[src/design/rft_pkg.sv]
// shared types and constants for the five-slot ranking table
package rft_pkg;

   localparam int NUM_SLOTS  = 5;
   localparam int KEY_BITS   = 32;
   localparam int TOTAL_BITS = 33;
   localparam int POS_BITS   = $clog2(NUM_SLOTS + 1);

   localparam logic [TOTAL_BITS-1:0] SECS_PER_DAY  = TOTAL_BITS'(86400);
   localparam logic [TOTAL_BITS-1:0] SECS_PER_HOUR = TOTAL_BITS'(3600);
   localparam logic [TOTAL_BITS-1:0] SECS_PER_MIN  = TOTAL_BITS'(60);

   localparam logic FUNC_UPDATE = 1'b0;
   localparam logic FUNC_READ   = 1'b1;

   typedef logic [KEY_BITS-1:0]   key_type;
   typedef logic [TOTAL_BITS-1:0] total_type;

   typedef struct packed {
      logic        func;
      logic [31:0] entry_key;
      logic [15:0] days;
      logic [4:0]  hours;
      logic [5:0]  minutes;
      logic [5:0]  seconds;
      logic [2:0]  slot;
   } req_type;

   typedef struct packed {
      logic [2:0]  rank;
      logic        evicted;
      logic [31:0] evicted_key;
      logic [31:0] read_key;
      logic [32:0] read_total;
   } rsp_type;

   typedef struct packed {
      logic      valid;
      logic      func;
      key_type   key;
      total_type total;
      logic [2:0] slot;
   } op_type;

endpackage

[src/design/rft_table.sv]
// ranking table storage, single-pass update and read, result register
module rft_table
   import rft_pkg::*;
(
   input  logic    clock,
   input  logic    reset,
   input  op_type  op,
   output logic    rsp_valid,
   output rsp_type rsp_item
);

   key_type   keys_ff   [NUM_SLOTS];
   key_type   keys_in   [NUM_SLOTS];
   total_type totals_ff [NUM_SLOTS];
   total_type totals_in [NUM_SLOTS];
   rsp_type   rsp_ff;
   rsp_type   rsp_in;
   logic      rsp_valid_ff;

   always_comb begin
      logic                found;
      logic                ins_found;
      logic                up_ok;
      logic [POS_BITS-1:0] pos;
      logic [POS_BITS-1:0] ins;
      logic [NUM_SLOTS-1:0] ge;
      keys_in   = keys_ff;
      totals_in = totals_ff;
      rsp_in    = '0;
      found     = 1'b0;
      ins_found = 1'b0;
      up_ok     = 1'b0;
      pos       = POS_BITS'(NUM_SLOTS);
      ins       = POS_BITS'(NUM_SLOTS);
      for (int i = 0; i < NUM_SLOTS; i++) begin
         ge[i] = (op.total >= totals_ff[i]);
         if (!found && keys_ff[i] == op.key) begin
            found = 1'b1;
            pos   = POS_BITS'(i);
         end
         if (!ins_found && ge[i]) begin
            ins_found = 1'b1;
            ins       = POS_BITS'(i);
         end
      end
      if (op.func == FUNC_READ) begin
         for (int j = 0; j < NUM_SLOTS; j++) begin
            if (32'(op.slot) == j) begin
               rsp_in.read_key   = 32'(keys_ff[j]);
               rsp_in.read_total = 33'(totals_ff[j]);
            end
         end
      end else if (!found) begin
         if (ins_found) begin
            rsp_in.evicted     = 1'b1;
            rsp_in.evicted_key = 32'(keys_ff[NUM_SLOTS-1]);
            rsp_in.rank        = 3'(ins);
            for (int j = 1; j < NUM_SLOTS; j++) begin
               if (j > 32'(ins)) begin
                  keys_in[j]   = keys_ff[j-1];
                  totals_in[j] = totals_ff[j-1];
               end
            end
            for (int j = 0; j < NUM_SLOTS; j++) begin
               if (32'(ins) == j) begin
                  keys_in[j]   = op.key;
                  totals_in[j] = op.total;
               end
            end
         end else begin
            rsp_in.rank = 3'(NUM_SLOTS);
         end
      end else if (pos == '0) begin
         totals_in[0] = op.total;
         rsp_in.rank  = '0;
      end else begin
         for (int j = 1; j < NUM_SLOTS; j++) begin
            if (32'(pos) == j) begin
               up_ok = ge[j-1];
            end
         end
         if (up_ok) begin
            for (int j = 1; j < NUM_SLOTS; j++) begin
               if (32'(pos) == j) begin
                  keys_in[j]     = keys_ff[j-1];
                  totals_in[j]   = totals_ff[j-1];
                  keys_in[j-1]   = op.key;
                  totals_in[j-1] = op.total;
               end
            end
            rsp_in.rank = 3'(pos - POS_BITS'(1));
         end else begin
            for (int j = 0; j < NUM_SLOTS; j++) begin
               if (32'(pos) == j) begin
                  totals_in[j] = op.total;
               end
            end
            rsp_in.rank = 3'(pos);
         end
      end
   end

   always_ff @(posedge clock) begin
      if (reset) begin
         keys_ff      <= '{default: '0};
         totals_ff    <= '{default: '0};
         rsp_valid_ff <= 1'b0;
      end else begin
         rsp_valid_ff <= op.valid;
         if (op.valid) begin
            keys_ff   <= keys_in;
            totals_ff <= totals_in;
         end
      end
   end

   always_ff @(posedge clock) begin
      if (op.valid) begin
         rsp_ff <= rsp_in;
      end
   end

   assign rsp_valid = rsp_valid_ff;
   assign rsp_item  = rsp_ff;

   a_evict_rank: assert property (@(posedge clock) disable iff (reset)
      (rsp_valid_ff && rsp_ff.evicted) |-> (32'(rsp_ff.rank) < NUM_SLOTS))
      else $error("eviction reported without a listed rank");

   a_evict_key_zero: assert property (@(posedge clock) disable iff (reset)
      (rsp_valid_ff && !rsp_ff.evicted) |-> (rsp_ff.evicted_key == '0))
      else $error("evicted key set without an eviction");

   a_one_result: assert property (@(posedge clock) disable iff (reset)
      op.valid |=> rsp_valid_ff)
      else $error("accepted item produced no result");

   a_insert_lands: assert property (@(posedge clock) disable iff (reset)
      (op.valid && op.func == FUNC_UPDATE && !reset)
      |=> (keys_ff[0] == $past(op.key) || keys_ff[1] == $past(op.key) ||
           rsp_ff.rank != '0 || rsp_ff.evicted))
      else $error("update to slot zero lost its key");

endmodule

[src/design/top_five_ranking_table_core.sv]
// top level of the five-slot ranking table: time conversion, input register, table
// a result strobes on rsp_valid after the input register and the result register
// throughput: one item per cycle, busy is never raised; the table updates in one pass
// the receiver cannot stall: each result is on the rsp ports for one cycle only
// reset (synchronous, active high) clears every slot to key 0 and total 0
module top_five_ranking_table_core
   import rft_pkg::*;
(
   input  logic    clock,
   input  logic    reset,
   input  logic    start,
   output logic    busy,
   input  req_type req_item,
   output logic    rsp_valid,
   output rsp_type rsp_item
);

   op_type    op_ff;
   op_type    op_in;
   total_type total;

   assign busy = 1'b0;

   assign total = TOTAL_BITS'(TOTAL_BITS'(req_item.days) * SECS_PER_DAY)
                + TOTAL_BITS'(TOTAL_BITS'(req_item.hours) * SECS_PER_HOUR)
                + TOTAL_BITS'(TOTAL_BITS'(req_item.minutes) * SECS_PER_MIN)
                + TOTAL_BITS'(req_item.seconds);

   always_comb begin
      op_in.valid = start && !busy;
      op_in.func  = req_item.func;
      op_in.key   = KEY_BITS'(req_item.entry_key);
      op_in.total = total;
      op_in.slot  = req_item.slot;
   end

   always_ff @(posedge clock) begin
      if (reset) begin
         op_ff.valid <= 1'b0;
      end else begin
         op_ff.valid <= op_in.valid;
      end
   end

   always_ff @(posedge clock) begin
      op_ff.func  <= op_in.func;
      op_ff.key   <= op_in.key;
      op_ff.total <= op_in.total;
      op_ff.slot  <= op_in.slot;
   end

   rft_table u_table (
      .clock     (clock),
      .reset     (reset),
      .op        (op_ff),
      .rsp_valid (rsp_valid),
      .rsp_item  (rsp_item)
   );

endmodule

[config.mk]
export PLATFORM = sky130hd
export DESIGN_NAME = top_five_ranking_table_core
export DESIGN_NICKNAME = d
export VERILOG_FILES = /design/src/design/rft_pkg.sv /design/src/design/rft_table.sv /design/src/design/top_five_ranking_table_core.sv
export SDC_FILE = /design/constraint.sdc
export NUM_CORES = 2
export LEC_CHECK = 0
export ABC_AREA = 1
export BUFFER_PORTS_ARGS = -buffer_cell sky130_fd_sc_hd__buf_2
export CAP_MARGIN = 20
export CORE_AREA = 2 2 353 320
export DETAILED_ROUTE_END_ITERATION = 6
export DIE_AREA = 0 0 355 322
export GPL_TIMING_DRIVEN = 0
export SYNTH_ARGS = -nofsm -noshare
export SYNTH_HDL_FRONTEND = slang
export SYNTH_SLANG_ARGS = --single-unit
export TNS_END_PERCENT = 50
[constraint.sdc]
create_clock -name clock -period 12.62 [get_ports clock]
set_input_delay 1.893 -clock clock [delete_from_list [all_inputs] [get_ports clock]]
set_output_delay 1.893 -clock clock [all_outputs]
set_load 0.01 [all_outputs]
==> results.txt <==
----------------------------------------------------
[Run status]
  Status ... complete, no violations

[Pwr]
  Maximum resistive drop on vdd ... ~150 uV
  Leak Pwr ... 20.8 nW
  Areal power density over the cells ... 190 nW/um2

[Clock tree]
  Total setup buffers inserted after CTS ... 0
  Cts bufs inserted ... 61
  Buffer levels on the longest clock path ... 3
  Total number of H-tree levels ... 2
  TritonCTS clock tree ... yes
  Count of hold buffers inserted by post-cts repair ... 0
  Worst-Skew Late Latency ... 0.68 ns
  Number of cells upsized or downsized after cts ... 0
  Clk pin slew, worst setup/hold paths ... 0.06 ns
  CTS sink count ... 497
  Root Buffer Master ... sky130_fd_sc_hd__clkbuf_16

[Floorplan]
  Core area ... 111000 um2
  Die footprint ... 114000 um2
  Row count ... approximately 120
  Initial standard-cell utilization of the core ... 35.9%
  Chip Height ... between 300 and 400 um
  Top-level port count ... 175
  Die W ... 355 um

[Drt]
  Avg WL per Cell ... 22.6 um
  Via density per instance ... 5.53
  Via count ... 44556
  Post-route DRC violation count ... 0
  Total Wirelength ... 182000 um
  Number of nets with antenna violations after routing ... 0
  Detailed router's first-iteration violation count ... about 6300
  Initial DRT Pass Iterations ... 6

[Timing]
  Final number of setup-violating endpoints ... 0
  Relative max-transition margin ... roughly a tenth
  RSZ-0062 raised after global routing ... false
  Maximum clock frequency ... 149 MHz
  Slew Viols, Final ... 0
  Slew @ Worst Pin ... 1.34 ns
  Worst-case clock skew ... 0.0244 ns
  Final period demand of the worst path ... 6.70 ns
  Hold Fails Final Rpt ... 0
  Worst hold margin ... around 0.5 ns
  Total Negative Setup Slacks ... 0 ns
  Final worst-path setup slack ... about 5.9 ns
  Final critical-path share of the clock period ... 53.1%

[Setup path]
  Count of cells along the worst register-to-register path ... 15
  Number of buffer and inverter instances along the worst setup path ... 5
  Endpoint class of the critical path ... flop
  Largest incremental delay on the critical path ... ~0.48 ns
  CP required ... 13.18 ns
  CP dominant cell by count ... sky130_fd_sc_hd__nor2_1
  Data arrival time of the critical path ... 7.26 ns
  Category of the worst setup path launch point ... input port
  Levels on crit path ... 28
  Critical path class ... in -> reg
  End of the worst register-to-register path ... u_table.totals_ff[19]
  Crit-path max FO ... 5
  Startpoint of the worst-slack reg-to-reg timing path ... op_ff[33]
  Worst setup path end ... op_ff[33]
  Startpoint of the worst setup timing path ... req_item[12]
  Worst-path cell with the longest stage delay ... sky130_fd_sc_hd__fa_1
  CP delay by family, top ... adder cells
  Worst setup slack for register-to-register paths ... 6.70 ns

[Placement]
  HPWL after DPL ... 138000 um
  Placement Setup Slack ... 5.26 ns
  IO Port Bufs ... approximately 170
  Final RePlAce weighted congestion ... roughly 1.1

[Final layout]
  Leading cell type in the layout, fill and taps excluded ... sky130_fd_sc_hd__nand2_1
  Share of the core filled with cells in the final layout ... 40.4%
  Leading cell types in the layout, fill and taps excluded ... sky130_fd_sc_hd__nand2_1 (1846), sky130_fd_sc_hd__nor2_1 (785), sky130_fd_sc_hd__inv_1 (654)
  Share of final-layout standard cells stronger than drive strength 1 ... 6.98%
  Total of fill cells in the finished design ... 12010
  Storage element area ... 11000 um2
  Number of nets at the end of the flow ... 6955
  Footprint of the multi-input gates ... 24500 um2
  Area growth syn-to-layout ... 12.6%

[Logic synthesis]
  Count of flip-flops with a built-in enable after synthesis ... 101
  Predominant post-synthesis flop cell ... sky130_fd_sc_hd__dfxtp_1
  Share of Yosys cell area claimed by the top area cell type ... 20.0%
  Cell count after synthesis ... 6280
  Dominant cell type by area after synthesis ... sky130_fd_sc_hd__dfxtp_1
  Async set-or-reset flop fraction in the synthesized netlist ... 0%
  Synth Net Count ... 6710
  Average size of a mapped cell ... ~6.3 um2
  Yosys Warn Count ... 0
  Leading cell types by total area after synthesis ... sky130_fd_sc_hd__dfxtp_1 (20%), sky130_fd_sc_hd__nand2_1 (17%), sky130_fd_sc_hd__ha_1 (9.7%)
  Post-synthesis sequential area ratio ... ~28%
  Yosys cell types ... 49
  Number of storage elements in the synthesis netlist ... 497
  Synthesized area ... 39700 um2

[GRT]
  Total routing resource utilization after global routing ... 30.8%
  Maximum number of pins on one net before global-route repair ... 57
  Vias in the first global route ... 39854
  GR Overflow Total ... 0
  Wire length of the first global-routing pass ... about 260000 um
  Number of antenna violations at the first check in global routing ... 9

[Job]
  Total of max-cap violations ... 0

[Min path]
  Type of the worst min-delay path ... reg -> reg

----------------------------------------------------
## synth_stat cells (49+ instances only)
master	instances
sky130_fd_sc_hd__a21oi_1	467
sky130_fd_sc_hd__a31oi_1	54
sky130_fd_sc_hd__buf_2	77
sky130_fd_sc_hd__clkbuf_1	213
sky130_fd_sc_hd__dfxtp_1	396
sky130_fd_sc_hd__edfxtp_1	101
sky130_fd_sc_hd__fa_1	49
sky130_fd_sc_hd__ha_1	309
sky130_fd_sc_hd__inv_1	654
sky130_fd_sc_hd__nand2_1	1846
sky130_fd_sc_hd__nand3_1	226
sky130_fd_sc_hd__nand4_1	76
sky130_fd_sc_hd__nor2_1	785
sky130_fd_sc_hd__o21ai_0	533
sky130_fd_sc_hd__o22ai_1	97
sky130_fd_sc_hd__xnor2_1	63
sky130_fd_sc_hd__xor2_1	62
## worst register-to-register path, stage by stage, from the launching register on
cell and delay, ns:
sky130_fd_sc_hd__dfxtp_1 0.74, sky130_fd_sc_hd__ha_1 0.38, sky130_fd_sc_hd__a21oi_1 0.13, sky130_fd_sc_hd__nor2_1 0.05, sky130_fd_sc_hd__nor2_1 0.23, sky130_fd_sc_hd__nand2_1 0.08
sky130_fd_sc_hd__a21oi_1 0.49, sky130_fd_sc_hd__nand4_1 0.58, sky130_fd_sc_hd__nor2_1 0.54, sky130_fd_sc_hd__nand3_1 0.72, sky130_fd_sc_hd__clkbuf_1 0.55, sky130_fd_sc_hd__clkbuf_1 0.60
sky130_fd_sc_hd__o21ai_0 0.36, sky130_fd_sc_hd__nand4_1 0.22, sky130_fd_sc_hd__nand2_1 0.12, sky130_fd_sc_hd__inv_1 0.04
## area by class of cell
type | count | area share, %
sequential | 497 | 24.5
timing repair buffer | 182 | 2.30
buffer | 370 | 3.67
inverter | 686 | 5.76
multi-input combinational | 4727 | 54.9
tap | 1475 | 4.13
clock inverter | 42 | 0.941
antenna | 4 | 0.0224
clock buffer | 73 | 3.74
## how the worst min path moves through the flow
stage / startpoint / endpoint / slack (ns) / cells past startpoint
after floorplan: u_table.totals_ff[65] / u_table.totals_ff[65] / 0.47 / 2
after global placement: u_table.keys_ff[90] / u_table.keys_ff[90] / 0.50 / 2
after detailed placement: u_table.keys_ff[92] / u_table.keys_ff[92] / 0.50 / 2
after CTS: u_table.keys_ff[87] / u_table.keys_ff[87] / 0.51 / 2
after global routing: u_table.keys_ff[119] / u_table.keys_ff[119] / 0.54 / 2
final: u_table.keys_ff[86] / u_table.keys_ff[86] / 0.52 / 2
## stage by stage
step / power (W) / area, um2 / cells
detailed placement: 0.00642 / 42600 / 7936
finish: 0.00849 / 44700 / 8056
CTS: 0.00831 / 44600 / 8051
global placement: 0.00638 / 42400 / 7927
global route: 0.00903 / 44700 / 8052
floorplan: 0.00499 / 39700 / 6280
## sequential cells by signal (all words and copies together), names as in the netlist
signal	flops
op_ff	70
u_table.rsp_item	101
u_table.totals_ff	165
u_table.rsp_valid	1
u_table.keys_ff	160
## layer usage
layer	up-vias	share of wire (%)	global-route usage, %
met4	4	4.3	12.1
li1	20729	-	-
met1	20515	43	44.1
met5	-	0.013	0
met3	456	15	10.6
met2	2852	38	41.5
## report_power, final
| part | leakage, nW | switching (W) | internal [W] | total (W) |
|---|---|---|---|---|
| registers | 4.26 | 0.000342 | 0.00183 | 0.00217 |
| logic | 15.5 | 0.00298 | 0.00146 | 0.00444 |
| clock network | 0.993 | 0.000818 | 0.00107 | 0.00189 |
| total | 20.8 | 0.00414 | 0.00435 | 0.00849 |
## kinds of logic (layout without fill, tap and decap cells)
kind of cell | after synthesis | after routing | share of synthesized area [%]
XOR/XNOR | 125 | 125 | 2.76
flip-flops | 497 | 497 | 27.6
other | 1 | 5 | 0.00945
AND/OR/NAND/NOR | 2980 | 2980 | 29.8
AO/OA/AOI/OAI | 1263 | 1263 | 17.0
adder cells (fa/ha/maj) | 358 | 358 | 12.2
buffers and inverters | 1056 | 1353 | 10.6
(Power assumes the default switching activity.)
